===== src/sv/fcc16_pkg.sv =====
// Package: shared types, status codes, sizes and the CRC byte step for the frame checker.
package fcc16_pkg;

    localparam int QUEUE_DEPTH_DEFAULT = 4;

    localparam logic [8:0] MIN_FRAME_M1  = 9'd8;     // minimum frame length of nine bytes, minus one
    localparam logic [8:0] PAYLOAD_START = 9'd9;
    localparam logic [8:0] COUNT_MAX     = 9'd511;

    localparam logic [1:0] CFG_SYNC_FIRST  = 2'd0;
    localparam logic [1:0] CFG_SYNC_SECOND = 2'd1;
    localparam logic [1:0] CFG_CRC_POLY    = 2'd2;
    localparam logic [1:0] CFG_PAY_LIMIT   = 2'd3;
    localparam int         CFG_INDEX_W     = 8;

    localparam logic [2:0] ST_OK        = 3'd0;
    localparam logic [2:0] ST_TOO_SHORT = 3'd1;
    localparam logic [2:0] ST_BAD_SYNC  = 3'd2;
    localparam logic [2:0] ST_TOO_LONG  = 3'd3;
    localparam logic [2:0] ST_CRC_BAD   = 3'd4;

    localparam logic KIND_PAYLOAD = 1'b0;
    localparam logic KIND_SUMMARY = 1'b1;

    typedef struct packed {
        logic [7:0] data_byte;
        logic       end_of_frame;
    } t_in;

    typedef struct packed {
        logic        result_kind;
        logic [7:0]  payload_byte;
        logic [7:0]  src_addr;
        logic [7:0]  dest_node;
        logic [7:0]  message_type;
        logic [15:0] message_id;
        logic [15:0] received_crc;
        logic [7:0]  payload_length;
        logic [2:0]  status;
        logic        last_of_run;
    } t_out;

    typedef struct packed {
        logic [7:0]  sync_first;
        logic [7:0]  sync_second;
        logic [15:0] crc_polynomial;
        logic [7:0]  payload_limit;
    } t_cfg;

    // One classified input byte: an optional payload byte and an optional summary.
    typedef struct packed {
        logic        pay_valid;
        logic [7:0]  pay_byte;
        logic        sum_valid;
        logic [7:0]  src_addr;
        logic [7:0]  dest_node;
        logic [7:0]  message_type;
        logic [15:0] message_id;
        logic [15:0] received_crc;
        logic [15:0] crc_calc;
        logic [7:0]  payload_length;
        logic        too_short;
        logic        sync_ok;
        logic        too_long;
    } t_work;

    // MSB-first CRC-16 update over one byte.
    function automatic logic [15:0] crc_byte(input logic [15:0] crc_in,
                                             input logic [7:0]  data,
                                             input logic [15:0] poly);
        logic [15:0] crc;
        crc = crc_in ^ {data, 8'h00};
        for (int k = 0; k < 8; k++) begin
            if (crc[15]) crc = {crc[14:0], 1'b0} ^ poly;
            else         crc = {crc[14:0], 1'b0};
        end
        return crc;
    endfunction

endpackage


===== src/sv/fcc16_front.sv =====
// Front end: accepts frame bytes, tracks position, header, delay line and CRC, classifies.
module fcc16_front (
    input  logic                  i_clk,
    input  logic                  i_rst_n,
    input  logic                  i_accept,
    input  fcc16_pkg::t_in        i_in,
    input  fcc16_pkg::t_cfg       i_cfg,
    output logic                  o_push,
    output fcc16_pkg::t_work      o_work
);
    import fcc16_pkg::*;

    logic [8:0]  r_count, n_count;
    logic [15:0] r_crc, n_crc;
    logic [7:0]  r_newer, n_newer;
    logic [7:0]  r_older, n_older;
    logic        r_sync, n_sync;
    logic [7:0]  r_src, n_src;
    logic [7:0]  r_dst, n_dst;
    logic [7:0]  r_typ, n_typ;
    logic [15:0] r_id, n_id;

    logic [8:0]  diff;
    logic        last;
    logic [7:0]  b;

    assign b    = i_in.data_byte;
    assign last = i_in.end_of_frame;
    assign diff = r_count - MIN_FRAME_M1;

    always_comb begin
        n_src  = (r_count == 9'd2) ? b : r_src;
        n_dst  = (r_count == 9'd3) ? b : r_dst;
        n_typ  = (r_count == 9'd4) ? b : r_typ;
        n_id   = r_id;
        if (r_count == 9'd5) n_id[7:0]  = b;
        if (r_count == 9'd6) n_id[15:8] = b;
        n_sync = r_sync;
        if (r_count == 9'd0 && b != i_cfg.sync_first)  n_sync = 1'b0;
        if (r_count == 9'd1 && b != i_cfg.sync_second) n_sync = 1'b0;
        n_crc  = (r_count >= 9'd2) ? crc_byte(r_crc, r_older, i_cfg.crc_polynomial) : r_crc;
        n_older = r_newer;
        n_newer = b;
        n_count = (r_count < COUNT_MAX) ? r_count + 9'd1 : r_count;
    end

    always_comb begin
        o_work.pay_valid      = (r_count >= PAYLOAD_START);
        o_work.pay_byte       = r_older;
        o_work.sum_valid      = last;
        o_work.src_addr       = n_src;
        o_work.dest_node      = n_dst;
        o_work.message_type   = n_typ;
        o_work.message_id     = n_id;
        o_work.received_crc   = {b, r_newer};
        o_work.crc_calc       = n_crc;
        o_work.too_short      = (r_count < MIN_FRAME_M1);
        o_work.sync_ok        = n_sync;
        o_work.too_long       = (diff > {1'b0, i_cfg.payload_limit});
        o_work.payload_length = o_work.too_short ? 8'd0 : (diff[8] ? 8'hFF : diff[7:0]);
        o_push = i_accept && (o_work.pay_valid || last);
    end

    always_ff @(posedge i_clk) begin
        if (!i_rst_n) begin
            r_count <= '0;
            r_crc   <= '0;
            r_newer <= '0;
            r_older <= '0;
            r_sync  <= 1'b1;
            r_src   <= '0;
            r_dst   <= '0;
            r_typ   <= '0;
            r_id    <= '0;
        end else if (i_accept) begin
            if (last) begin
                r_count <= '0;
                r_crc   <= '0;
                r_newer <= '0;
                r_older <= '0;
                r_sync  <= 1'b1;
                r_src   <= '0;
                r_dst   <= '0;
                r_typ   <= '0;
                r_id    <= '0;
            end else begin
                r_count <= n_count;
                r_crc   <= n_crc;
                r_newer <= n_newer;
                r_older <= n_older;
                r_sync  <= n_sync;
                r_src   <= n_src;
                r_dst   <= n_dst;
                r_typ   <= n_typ;
                r_id    <= n_id;
            end
        end
    end

endmodule


===== src/sv/fcc16_queue.sv =====
// Small register queue of classified items between the front and back ends.
module fcc16_queue #(
    parameter int DEPTH = fcc16_pkg::QUEUE_DEPTH_DEFAULT
) (
    input  logic              i_clk,
    input  logic              i_rst_n,
    input  logic              i_push,
    input  fcc16_pkg::t_work  i_data,
    input  logic              i_pop,
    output fcc16_pkg::t_work  o_data,
    output logic              o_full,
    output logic              o_empty
);
    import fcc16_pkg::*;

    localparam int PTR_W = (DEPTH > 1) ? $clog2(DEPTH) : 1;
    localparam int CNT_W = $clog2(DEPTH + 1);
    localparam logic [PTR_W-1:0] PTR_LAST = PTR_W'(DEPTH - 1);
    localparam logic [CNT_W-1:0] CNT_FULL = CNT_W'(DEPTH);

    t_work            r_mem [DEPTH];
    logic [PTR_W-1:0] r_wr, r_rd;
    logic [CNT_W-1:0] r_cnt;
    logic             do_push, do_pop;

    assign o_full  = (r_cnt == CNT_FULL);
    assign o_empty = (r_cnt == '0);
    assign do_push = i_push && !o_full;
    assign do_pop  = i_pop && !o_empty;
    assign o_data  = r_mem[r_rd];

    always_ff @(posedge i_clk) begin
        if (do_push) r_mem[r_wr] <= i_data;
    end

    always_ff @(posedge i_clk) begin
        if (!i_rst_n) begin
            r_wr  <= '0;
            r_rd  <= '0;
            r_cnt <= '0;
        end else begin
            if (do_push) r_wr <= (r_wr == PTR_LAST) ? '0 : r_wr + PTR_W'(1);
            if (do_pop)  r_rd <= (r_rd == PTR_LAST) ? '0 : r_rd + PTR_W'(1);
            if (do_push && !do_pop)      r_cnt <= r_cnt + CNT_W'(1);
            else if (do_pop && !do_push) r_cnt <= r_cnt - CNT_W'(1);
        end
    end

endmodule


===== src/sv/fcc16_back.sv =====
// Back end: holds one classified item, settles the status and hands out its results.
module fcc16_back (
    input  logic              i_clk,
    input  logic              i_rst_n,
    input  logic              i_q_empty,
    input  fcc16_pkg::t_work  i_q_data,
    output logic              o_q_pop,
    input  logic              i_pop,
    output logic              o_empty,
    output fcc16_pkg::t_out   o_out
);
    import fcc16_pkg::*;

    logic  r_valid;
    logic  r_pay_pend;
    t_work r_work;
    logic  take, done;

    assign o_empty = !r_valid;
    // The item is finished when its last result is taken.
    assign done    = i_pop && r_valid && !(r_pay_pend && r_work.sum_valid);
    assign take    = !r_valid || done;
    assign o_q_pop = take && !i_q_empty;

    always_comb begin
        o_out = '0;
        if (r_pay_pend) begin
            o_out.result_kind  = KIND_PAYLOAD;
            o_out.payload_byte = r_work.pay_byte;
            o_out.last_of_run  = !r_work.sum_valid;
        end else begin
            o_out.result_kind    = KIND_SUMMARY;
            o_out.src_addr       = r_work.src_addr;
            o_out.dest_node      = r_work.dest_node;
            o_out.message_type   = r_work.message_type;
            o_out.message_id     = r_work.message_id;
            o_out.received_crc   = r_work.received_crc;
            o_out.payload_length = r_work.payload_length;
            o_out.last_of_run    = 1'b1;
            priority if (r_work.too_short)                       o_out.status = ST_TOO_SHORT;
            else if (!r_work.sync_ok)                            o_out.status = ST_BAD_SYNC;
            else if (r_work.too_long)                            o_out.status = ST_TOO_LONG;
            else if (r_work.crc_calc != r_work.received_crc)     o_out.status = ST_CRC_BAD;
            else                                                 o_out.status = ST_OK;
        end
    end

    always_ff @(posedge i_clk) begin
        if (!i_rst_n) begin
            r_valid    <= 1'b0;
            r_pay_pend <= 1'b0;
        end else if (take) begin
            r_valid    <= !i_q_empty;
            r_pay_pend <= !i_q_empty && i_q_data.pay_valid;
        end else if (i_pop) begin
            // payload taken, summary still to go
            r_pay_pend <= 1'b0;
        end
    end

    always_ff @(posedge i_clk) begin
        if (take && !i_q_empty) r_work <= i_q_data;
    end

endmodule


===== src/sv/frame_checker_crc16.sv =====
// Top level: frame checker with CRC-16, configuration registers and queue interface.
//
// Frame checker with CRC-16. Push one frame byte per item, with end_of_frame set
// on the last byte; the block accepts one item every clock cycle while full is
// low. Frame bytes 0 and 1 are compared against the sync registers, bytes 2..6
// give source, destination, type and a little-endian message id, and the last
// two bytes are a little-endian CRC. Each payload byte leaves as a kind 0 item,
// two bytes late, and the last byte adds a kind 1 summary with the header,
// payload length and status. The CRC of a byte is one unrolled eight-step
// update in the front end, so the front end never stalls by itself; it stalls
// only when the queue (four entries by default) before the result register is
// full. An input byte yields at most two results, and the result side hands
// out one per cycle, so a frame byte that closes a frame with payload costs
// the consumer two pops. Configuration writes take effect at once and must be
// made between frames. There is no clearing pass after reset.
module frame_checker_crc16 #(
    parameter int QUEUE_DEPTH = fcc16_pkg::QUEUE_DEPTH_DEFAULT
) (
    input  logic                               i_clk,
    input  logic                               i_rst_n,
    input  logic                               push,
    output logic                               full,
    input  fcc16_pkg::t_in                     i_in,
    output logic                               empty,
    input  logic                               pop,
    output fcc16_pkg::t_out                    o_out,
    input  logic                               i_cfg_we,
    input  logic [fcc16_pkg::CFG_INDEX_W-1:0]  i_cfg_index,
    input  logic [15:0]                        i_cfg_data
);
    import fcc16_pkg::*;

    t_cfg  r_cfg;
    t_work front_work, q_data;
    logic  accept, front_push, q_full, q_empty, q_pop;

    // Config registers: drop writes beyond the list, mask values to width.
    always_ff @(posedge i_clk) begin
        if (!i_rst_n) begin
            r_cfg.sync_first     <= 8'd0;
            r_cfg.sync_second    <= 8'd0;
            r_cfg.crc_polynomial <= 16'h1021;
            r_cfg.payload_limit  <= 8'd64;
        end else if (i_cfg_we && i_cfg_index[CFG_INDEX_W-1:2] == '0) begin
            unique case (i_cfg_index[1:0])
                CFG_SYNC_FIRST:  r_cfg.sync_first     <= i_cfg_data[7:0];
                CFG_SYNC_SECOND: r_cfg.sync_second    <= i_cfg_data[7:0];
                CFG_CRC_POLY:    r_cfg.crc_polynomial <= i_cfg_data;
                CFG_PAY_LIMIT:   r_cfg.payload_limit  <= i_cfg_data[7:0];
                default:         ;
            endcase
        end
    end

    // Hold input while the queue has no room for a classified item.
    assign full   = q_full;
    assign accept = push && !q_full;

    fcc16_front u_front (
        .i_clk    (i_clk),
        .i_rst_n  (i_rst_n),
        .i_accept (accept),
        .i_in     (i_in),
        .i_cfg    (r_cfg),
        .o_push   (front_push),
        .o_work   (front_work)
    );

    fcc16_queue #(
        .DEPTH (QUEUE_DEPTH)
    ) u_queue (
        .i_clk   (i_clk),
        .i_rst_n (i_rst_n),
        .i_push  (front_push),
        .i_data  (front_work),
        .i_pop   (q_pop),
        .o_data  (q_data),
        .o_full  (q_full),
        .o_empty (q_empty)
    );

    // Advance results to the consumer one result per pop.
    fcc16_back u_back (
        .i_clk     (i_clk),
        .i_rst_n   (i_rst_n),
        .i_q_empty (q_empty),
        .i_q_data  (q_data),
        .o_q_pop   (q_pop),
        .i_pop     (pop),
        .o_empty   (empty),
        .o_out     (o_out)
    );

endmodule

===== config.mk =====
export PLATFORM = sky130hd
export DESIGN_NAME = frame_checker_crc16
export DESIGN_NICKNAME = d
export VERILOG_FILES = /design/src/sv/fcc16_pkg.sv /design/src/sv/fcc16_front.sv /design/src/sv/fcc16_queue.sv /design/src/sv/fcc16_back.sv /design/src/sv/frame_checker_crc16.sv
export SDC_FILE = /design/constraint.sdc
export NUM_CORES = 1
export LEC_CHECK = 0
export ABC_CLOCK_PERIOD_IN_PS = 8800
export BUFFER_PORTS_ARGS = -buffer_cell sky130_fd_sc_hd__clkbuf_2
export CAP_MARGIN = 0
export CORE_ASPECT_RATIO = 0.75
export CORE_MARGIN = 2
export CORE_UTILIZATION = 61
export DETAILED_ROUTE_END_ITERATION = 8
export PLACE_DENSITY = 0.86
export SYNTH_ARGS = -nofsm -noshare
export SYNTH_HDL_FRONTEND = slang
export SYNTH_SLANG_ARGS = --single-unit

===== constraint.sdc =====
create_clock -name i_clk -period 8.8 [get_ports i_clk]
set_clock_uncertainty 0.2 [all_clocks]
set_input_delay 0.88 -clock i_clk [delete_from_list [all_inputs] [get_ports i_clk]]
set_output_delay 0.88 -clock i_clk [all_outputs]
set_load 0.05 [all_outputs]

# After elaboration in Yosys (flattened, before gate mapping)
# Memory sizes are Yosys's and may differ from the RTL's. A register that Yosys moved wholly into a read port is not among the register bits.
# Cells that the tools add are included.
# word_totals
register_bits,223
ram_bits,372
in_bits,38
out_inout_bits,79
mem_count,1
# mem_list
memory,words,width,read_ports,rd_ports_with_merged_regs,write_ports,line_no,rtl
u_queue.r_mem,4,93,1,1,1,fcc16_queue.sv:21,t_work r_mem [DEPTH];
# classes
n_addsub,6
order_cmp,5
n_eq_ne,15
n_mux,46
bitwise_logic,9
reduce_logical,35
# op_table
cell,count
16-bit 2-to-1 mux,11
16-bit XOR,9
8-bit 2-to-1 mux,13
67-bit 2-to-1 mux,1
"9-bit by 3-bit == test with 1-bit output, second input constant",3
"9-bit by 2-bit == test with 1-bit output, second input constant",2
3-bit 2-to-1 mux,6
9-bit 2-to-1 mux,2
16-bit != test,1
8-bit != test,2
1-bit logical AND,14
2-bit AND reduction,5
"9-bit by 1-bit adder with 9-bit output, second input constant",1
"9-bit by 1-bit == test with 1-bit output, second input constant",1
"9-bit by 2-bit >= comparator with 1-bit output, second input constant",1
"9-bit by 4-bit >= comparator with 1-bit output, second input constant",1
9-bit by 8-bit greater-than comparator with 1-bit output,1
9-bit logical NOT,1
"9-bit by 4-bit < comparator with 1-bit output, second input constant",1
"9-bit < comparator, second input constant",1
1-bit 2-to-1 mux,9
"9-bit by 4-bit subtractor with 9-bit output, second input constant",1
"2-bit == test, second input constant",4
2-bit 2-to-1 mux,4
other kinds (11),21

# Depth between registers and ports, before layout
# Gate-level depths: netlist (run 1).
# logic_depth
word_depth,19
depth_mapped,15
mapped_depth_nobuf,12

# Hierarchy
# From an unflattened synthesis (run 1), not the netlist that was laid out.
# hier_totals
hier_cells,1750
hier_area_um2,25769.7
# modules_own_cells
mod,n_inst,cells_per_inst,area_per_inst_um2
fcc16_queue,1,536,13893.3
fcc16_front,1,845,6687.7
fcc16_back,1,212,3592.2
frame_checker_crc16,1,157,1596.5

# Worst setup path before layout (run 1)
# No wires, ideal clock.
# synth_timing
path_type,input to register
from,in pop
to,reg u_queue.r_cnt[2]
arrival_time_ps,7228
t_required_ps,8524
slack_ps,1296
path_stages,9
n_path_buf,0
path_cell_list,nand2_1 a21oi_1 inv_1 ha_1 inv_1 fa_1 xor2_1 or3_1 a21boi_0
# synth_between
elab_chain_cells,8
# synth_lines
element,line_no,rtl
"start, declared",frame_checker_crc16.sv:25,"input logic pop,"
1-bit logical AND (*) (2 in series),fcc16_back.sv:21,assign done = i_pop && r_valid && !(r_pay_pend && r_work.sum_valid);
1-bit logical OR (*),fcc16_back.sv:22,assign take = !r_valid || done;
1-bit logical AND (*),fcc16_back.sv:23,assign o_q_pop = take && !i_q_empty;
named net q_pop,frame_checker_crc16.sv:35,"logic accept, front_push, q_full, q_empty, q_pop;"
1-bit logical AND (*),fcc16_queue.sv:29,assign do_pop = i_pop && !o_empty;
1-bit logical NOT,fcc16_queue.sv:44,if (do_push && !do_pop) r_cnt <= r_cnt + CNT_W'(1);
1-bit logical AND,fcc16_queue.sv:44,
3-bit 2-to-1 mux / 2-bit nonzero test (equally long branches),--,
"end signal, assigned",fcc16_queue.sv:44,
"end signal, assigned",fcc16_queue.sv:45,else if (do_pop && !do_push) r_cnt <= r_cnt - CNT_W'(1);
"end, declared",fcc16_queue.sv:23,logic [CNT_W-1:0] r_cnt;
# Mark *: on every way through the listed nets, which the timed path passes. The rest lies on a longest branch.
# A chain may end at the register's enable or synchronous reset.

==> flow_summary_export.csv, run 1 <==
group,metric,value,unit
timing,period_share,0.685,
synth,yosysTopAreaCellShare,0.542,
synth,yosys-top-cells-count,"edfxtp_1 (464), nand2_1 (162), nor2b_1 (146)",
synth,syn_avg_cell_area,14.6,um^2
routing,firstDrtPassIters,5,
cts,cts_setup_buffers,0,
layout,syn_to_final_growth,11.1,%
worst_setup_path,start_kind,"register",
global_routing,gr-usage-met1,0.416,
synth,ys_types,68,
floorplanning,die_y,182,um
floorplanning,ioPinCount,117,
global_routing,overflow,0,
global_routing,globalRouteMet2Util,0.434,
routing,wl,60400,um
global_routing,grt_usage,0.282,
layout,final_cell_area,28600,um^2
cts,cts.reportedPaths.clkPinSlew,0.06,ns
floorplanning,start_util,0.615,
synth,synth_nets,1819,
cts,tritoncts,"done",
cts,cts_resized,0,
layout,nFillCells,2755,
synth,synth_top_area_cell,"edfxtp_1",
placement,routabilityCongestion,0.925,
routing,dr_total_vias,15200,
timing,timing.final.hold_violations,0,
cts,cts_buffer_depth,3,
routing,drc,0,
synth,ys_ff_latch,597,
routing,drt-vias-per-instance,6.20,
timing,min_period,6.03,ns
pwr,powerDensity,288,nW/um^2
synth,post-synth-top-count-cell,"edfxtp_1",
synth,synth_area_leaders,"edfxtp_1 (54%), dfxtp_1 (10%), mux4_2 (8.1%), xnor2_1 (4.3%), nor2b_1 (3.6%)",
worst_setup_path,cp_max_fo,17,
timing,tightestPinTransition,1.16,ns
pwr,ir_worst_vdd,263,uV
worst_setup_path,end_kind,"register",
timing,maxSlewHeadroom,0.224,
pwr,power.leakage,9.54,nW
worst_setup_path,arrival,6.15,ns
layout,finalNetCount,1898,
synth,synthCells,1759,
floorplanning,rows,65,
cts,clkLatencyLatePin,0.60,ns
worst_setup_path,cp.required,8.92,ns
cts,clkSinkCount,597,
synth,netlist_area,25700,um^2
cts,hold_buffers,0,
layout,drive_gt1_frac,0.200,
global_routing,grt_pass1_wl,92200,um
synth,synth_edf_count,464,
synth,ys.flop_type,"edfxtp_1",
synth,seq_area_frac_synth,0.646,
cts,numCtsBuffers,55,
global_routing,grt_max_degree,109,
placement,io_buffers,116,
global_routing,top_usage_layer,"met2",
global_routing,use_met3,0.0435,
timing,finalSetupViolCount,0,
timing,slew_violations,0,
global_routing,antenna_found_initial,3,
cts,htreeDepth,2,
status,outcome,"completed",
global_routing,grt_pass1_vias,15500,
hold_path,hold_path.class,"register to register",
timing,max_freq,0.166,GHz
worst_setup_path,setup.worst_path.class,"register to register",
routing,drt_iter0_markers,1622,
placement,dpl-instance-area,26700,um^2
floorplanning,dieArea,43800,um^2
pwr,power.total,8.23,mW
floorplanning,fp.dieW,241,um
timing,setup_tns,0,ns
flow_run,cap_violations,0,
cts,clockRootBuffer,"clkbuf_16",
timing,rsz0062_at_grt,"no",
synth,yosysWarnings,0,
placement,post-dp-hpwl,36800,um
routing,antenna_left,0,
routing,wl_per_cell,24.6,um
synth,async_flop_share,0,
floorplanning,core,41800,um^2
placed cells by master (no fill, tap or decap), types with 26 or more instances in the layout:
cell type / count
edfxtp_1: 464
nand2_1: 162
nor2b_1: 146
dfxtp_1: 130
xnor2_1: 126
clkbuf_2: 116
mux4_2: 93
clkbuf_16: 57
mux2_2: 45
nor2_1: 43
a22oi_1: 41
o21ai_0: 34
a21oi_1: 29
mux2i_1: 27
inv_1: 26
layer usage:
metal / share of wire / routed length (um)
met3: 0.082 / 4940
met4: 0.032 / 1910
met1: 0.42 / 25300
met5: 0 / 0
met2: 0.47 / 28200
critical path, stage by stage (launching register included):
cell,delay (ns)
dfxtp_1,0.74
clkinv_1,0.47
nand2_1,0.28
nor3_1,0.06
o311ai_0,0.40
o211a_1,0.32
xor2_1,0.93
xnor3_1,0.34
a211o_1,0.33
a31oi_2,0.70
nor3b_1,0.15
xnor3_1,0.43
o21ai_0,0.41
final timing paths:
path	startpoint	endpoint	slack, ns	cells after the start
worst max-delay path	r_cfg[22]	u_queue.r_mem[2][21]	2.78	12
worst min-delay path	r_cfg[24]	r_cfg[24]	0.29	2
worst max register to register	r_cfg[22]	u_queue.r_mem[2][21]	2.78	12
worst min register to register	r_cfg[24]	r_cfg[24]	0.29	2
power by group:
group          switching, mW  internal (mW)
Clock                   1.04           1.34
Sequential             0.192           3.48
Combinational           1.50          0.674
sequential cells by signal, indices dropped and copies added, names as in the netlist, named ones only:
| register | cells |
|---|---|
| u_queue.r_cnt | 3 |
| u_queue.r_mem | 372 |
| u_front.r_src | 8 |
| u_front.r_id | 16 |
| u_front.r_crc | 16 |
| u_front.r_sync | 1 |
| u_back.r_pay_pend | 1 |
| u_front.r_count | 9 |
| u_back.r_work | 92 |
| u_queue.r_rd | 2 |
| u_front.r_typ | 8 |
| r_cfg | 40 |
| u_front.r_older | 8 |
| u_front.r_dst | 8 |
| u_front.n_older | 8 |
| u_back.r_valid | 1 |
| u_queue.r_wr | 2 |
logic make-up (layout without fill, tap and decap cells):
| family | Yosys count | after routing | synth area share |
|---|---|---|---|
| AO/OA/AOI/OAI | 199 | 199 | 0.0531 |
| XOR/XNOR | 152 | 152 | 0.0590 |
| flip-flops | 597 | 597 | 0.646 |
| AND/OR/NAND/NOR | 487 | 487 | 0.0993 |
| multiplexers | 165 | 165 | 0.112 |
| other | 0 | 1 | 0 |
| buffers and inverters | 137 | 263 | 0.0204 |
| adder cells (fa/ha/maj) | 22 | 22 | 0.0110 |
cell type report:
cell class / instances / area [um^2] / share of cell area
Timing Repair Buffer: 130 / 686 / 0.0240
Multi-Input combinational cell: 1025 / 8620 / 0.302
Clock buffer: 74 / 1520 / 0.0532
Tap cell: 569 / 712 / 0.0249
Inverter: 29 / 109 / 0.00381
Sequential cell: 597 / 16600 / 0.581
Clock inverter: 30 / 304 / 0.0106
Antenna cell: 1 / 2.50 / 0.0000876
stage by stage:
step / util / std cells / setup slack, ns / hold WS, ns
2_1_floorplan: - / 1759 / 1.30 / 0.229
3_3_place_gp: 0.640 / 2350 / 3.20 / 0.240
3_5_place_dp: 0.640 / 2350 / 3.02 / 0.264
4_1_cts: 0.683 / 2454 / 2.98 / 0.282
5_1_grt: 0.683 / 2455 / 2.41 / 0.299
6_report: 0.683 / 2455 / 2.78 / 0.286
Note: power is estimated with default switching activity, not from simulation.
==> run 2, diff against run 1 <==
ABC_CLOCK_PERIOD_IN_PS = 5150   (was 8800)
CORE_UTILIZATION = 56   (was 61)
PLACE_DENSITY = 0.84   (was 0.86)
clock period = 5.15 ns   (was 8.8 ns; I/O delays follow)
==> flow_summary_export.csv, run 2 (synthesized netlist as in run 1, its figures left out) <==
group,metric,value,unit
status,outcome,"completed",
cts,cts.reportedPaths.clkPinSlew,0.06,ns
pwr,netSwitchingPower,4.70,mW
placement,post-place-ws,-0.0263,ns
layout,final_cell_area,29000,um^2
hold_path,worstHoldStart,"i_cfg_data[3]",
timing,rsz0062_at_grt,"no",
floorplanning,die_y,190,um
layout,final_cell_mix,"edfxtp_1 (464), nand2_1 (162), nor2b_1 (146), dfxtp_1 (130), xnor2_1 (124)",
pwr,combPwrFrac,0.259,
global_routing,grt_pass1_wl,92600,um
timing,maxSlewHeadroom,0.367,
worst_setup_path,cp.required,5.36,ns
placement,post-dp-hpwl,37600,um
cts,cts_setup_buffers,0,
layout,syn_to_final_growth,12.9,%
cts,numCtsBuffers,54,
layout,largestRegisters,"u_queue.r_mem: 372 flops, u_back.r_work: 92 flops, r_cfg: 40 flops",
global_routing,antenna_found_initial,1,
routing,wl_per_cell,24.5,um
cts,htreeDepth,2,
floorplanning,start_util,0.571,
timing,period_share,0.929,
placement,dpl-instance-area,27000,um^2
cts,cts_buffer_depth,3,
timing,setup_tns,0,ns
layout,finalNetCount,1930,
layout,post-route-util,0.645,
layout,final_common_cell,"edfxtp_1",
pwr,swShare,0.330,
timing,layout_setup_ws,0.365,ns
pwr,power.share.sequential,0.443,
worst_setup_path,critPathLaunch,"u_front.r_older[7]",
cts,clkLatencyLatePin,0.63,ns
pwr,powerDensity,491,nW/um^2
global_routing,overflow,0,
layout,drive_gt1_frac,0.213,
pwr,p_clk_frac,0.297,
floorplanning,ioPinCount,117,
floorplanning,core,45000,um^2
timing,min_period,4.78,ns
placement,dp_cells,2391,
floorplanning,fp.dieW,251,um
global_routing,grt_max_degree,79,
routing,firstDrtPassIters,7,
pwr,power.leakage,9.76,nW
timing,max_freq,0.209,GHz
timing,finalSetupViolCount,0,
placement,io_buffers,116,
routing,antenna_left,0,
worst_setup_path,arrival,4.99,ns
hold_path,hold_path.class,"input pin to register",
timing,tightestPinTransition,0.950,ns
timing,slew_violations,0,
layout,fin_cells,2502,
cts,tritoncts,"done",
layout,nFillCells,3047,
layout,regArea,16600,um^2
routing,drt-vias-per-instance,6.14,
layout,largest_reg_flops,372,
layout,multiInputGateArea,8650,um^2
flow_run,cap_violations,0,
cts,clkSinkCount,597,
floorplanning,rows,67,
worst_setup_path,end_kind,"register",
routing,wl,61200,um
worst_setup_path,setup.worst_path.class,"register to register",
routing,drc,0,
pwr,ir_worst_vdd,433,uV
worst_setup_path,r2r_start,"u_front.r_older[7]",
layout,regMostFlops,"u_queue.r_mem",
timing,timing.final.hold_violations,0,
routing,drt_iter0_markers,1514,
layout,diodes,0,
worst_setup_path,start_kind,"register",
global_routing,grt_usage,0.260,
cts,clockRootBuffer,"clkbuf_16",
pwr,power.total,14.3,mW
placement,routabilityCongestion,0.881,
routing,dr_total_vias,15400,
global_routing,grt_pass1_vias,15300,
floorplanning,dieArea,47700,um^2
worst_setup_path,cp_max_fo,16,
timing,whs,0.0346,ns
pwr,power.internal,9.55,mW
-- run 2: changes by cell type in the layout (fill, tap and decap cells not counted), sizes merged --
cell / before / now
buf: 14 / 38
clkbuf: 190 / 188
clkinv: 22 / 19
inv: 30 / 32
dlygate4sd3: 0 / 9
diode: 1 / 0
bufinv: 4 / 7
clkinvlp: 3 / 1
-- run 2: power groups by stage --
stage	Sequential, mW	Combinational [mW]	Clock [mW]
6_report	6.32	3.70	4.24
3_3_place_gp	6.39	3.64	0
2_1_floorplan	6.22	2.88	0
4_1_cts	6.33	3.73	4.28
3_5_place_dp	6.42	3.70	0
5_1_grt	6.38	3.89	4.47
-- run 2: final cells by class --
type,instances,share of cell area
clock inverter,30,0.0144
timing repair buffer,163,0.0351
inverter,29,0.00375
clock buffer,72,0.0513
multi-input combinational,1025,0.298
tap,586,0.0253
sequential,597,0.572
-- run 2: final timing paths --
check / end / slack, ns / cells after the start
setup / recovery: u_queue.r_mem[0][25] / 0.37 / 15
hold / removal: r_cfg[11] / 0.03 / 3
setup reg to reg: u_queue.r_mem[0][25] / 0.37 / 15
hold reg to reg: r_cfg[27] / 0.28 / 2
-- run 2: worst max-delay path: stages, from the launching register on --
cell	delay (ns)
dfxtp_1	0.54
xor2_4	0.35
buf_4	0.29
nand2_1	0.09
xnor2_1	0.34
o311ai_0	0.23
o211a_1	0.25
xor2_1	0.24
buf_4	0.26
nand2_1	0.09
xnor2_1	0.29
and4_2	0.44
buf_4	0.22
nor3_1	0.06
xnor3_1	0.39
o21ai_1	0.29
-- run 2: repair_timing --
action,in CTS,in global routing
cloned,0,0
hold endpoints to repair,9,0
gates resized for setup,1,7
setup endpoints to repair,4,52
hold buffers,9,0
-- run 2: layer usage --
layer  wire, um  up-vias  track usage  share of wire
met3       5580       89       0.0636          0.091
li1           -     6743            -              -
met1      25300     7828        0.364           0.41
met5          0        -            0              0
met4       1290        0       0.0673          0.021
met2      29000      697        0.414           0.47
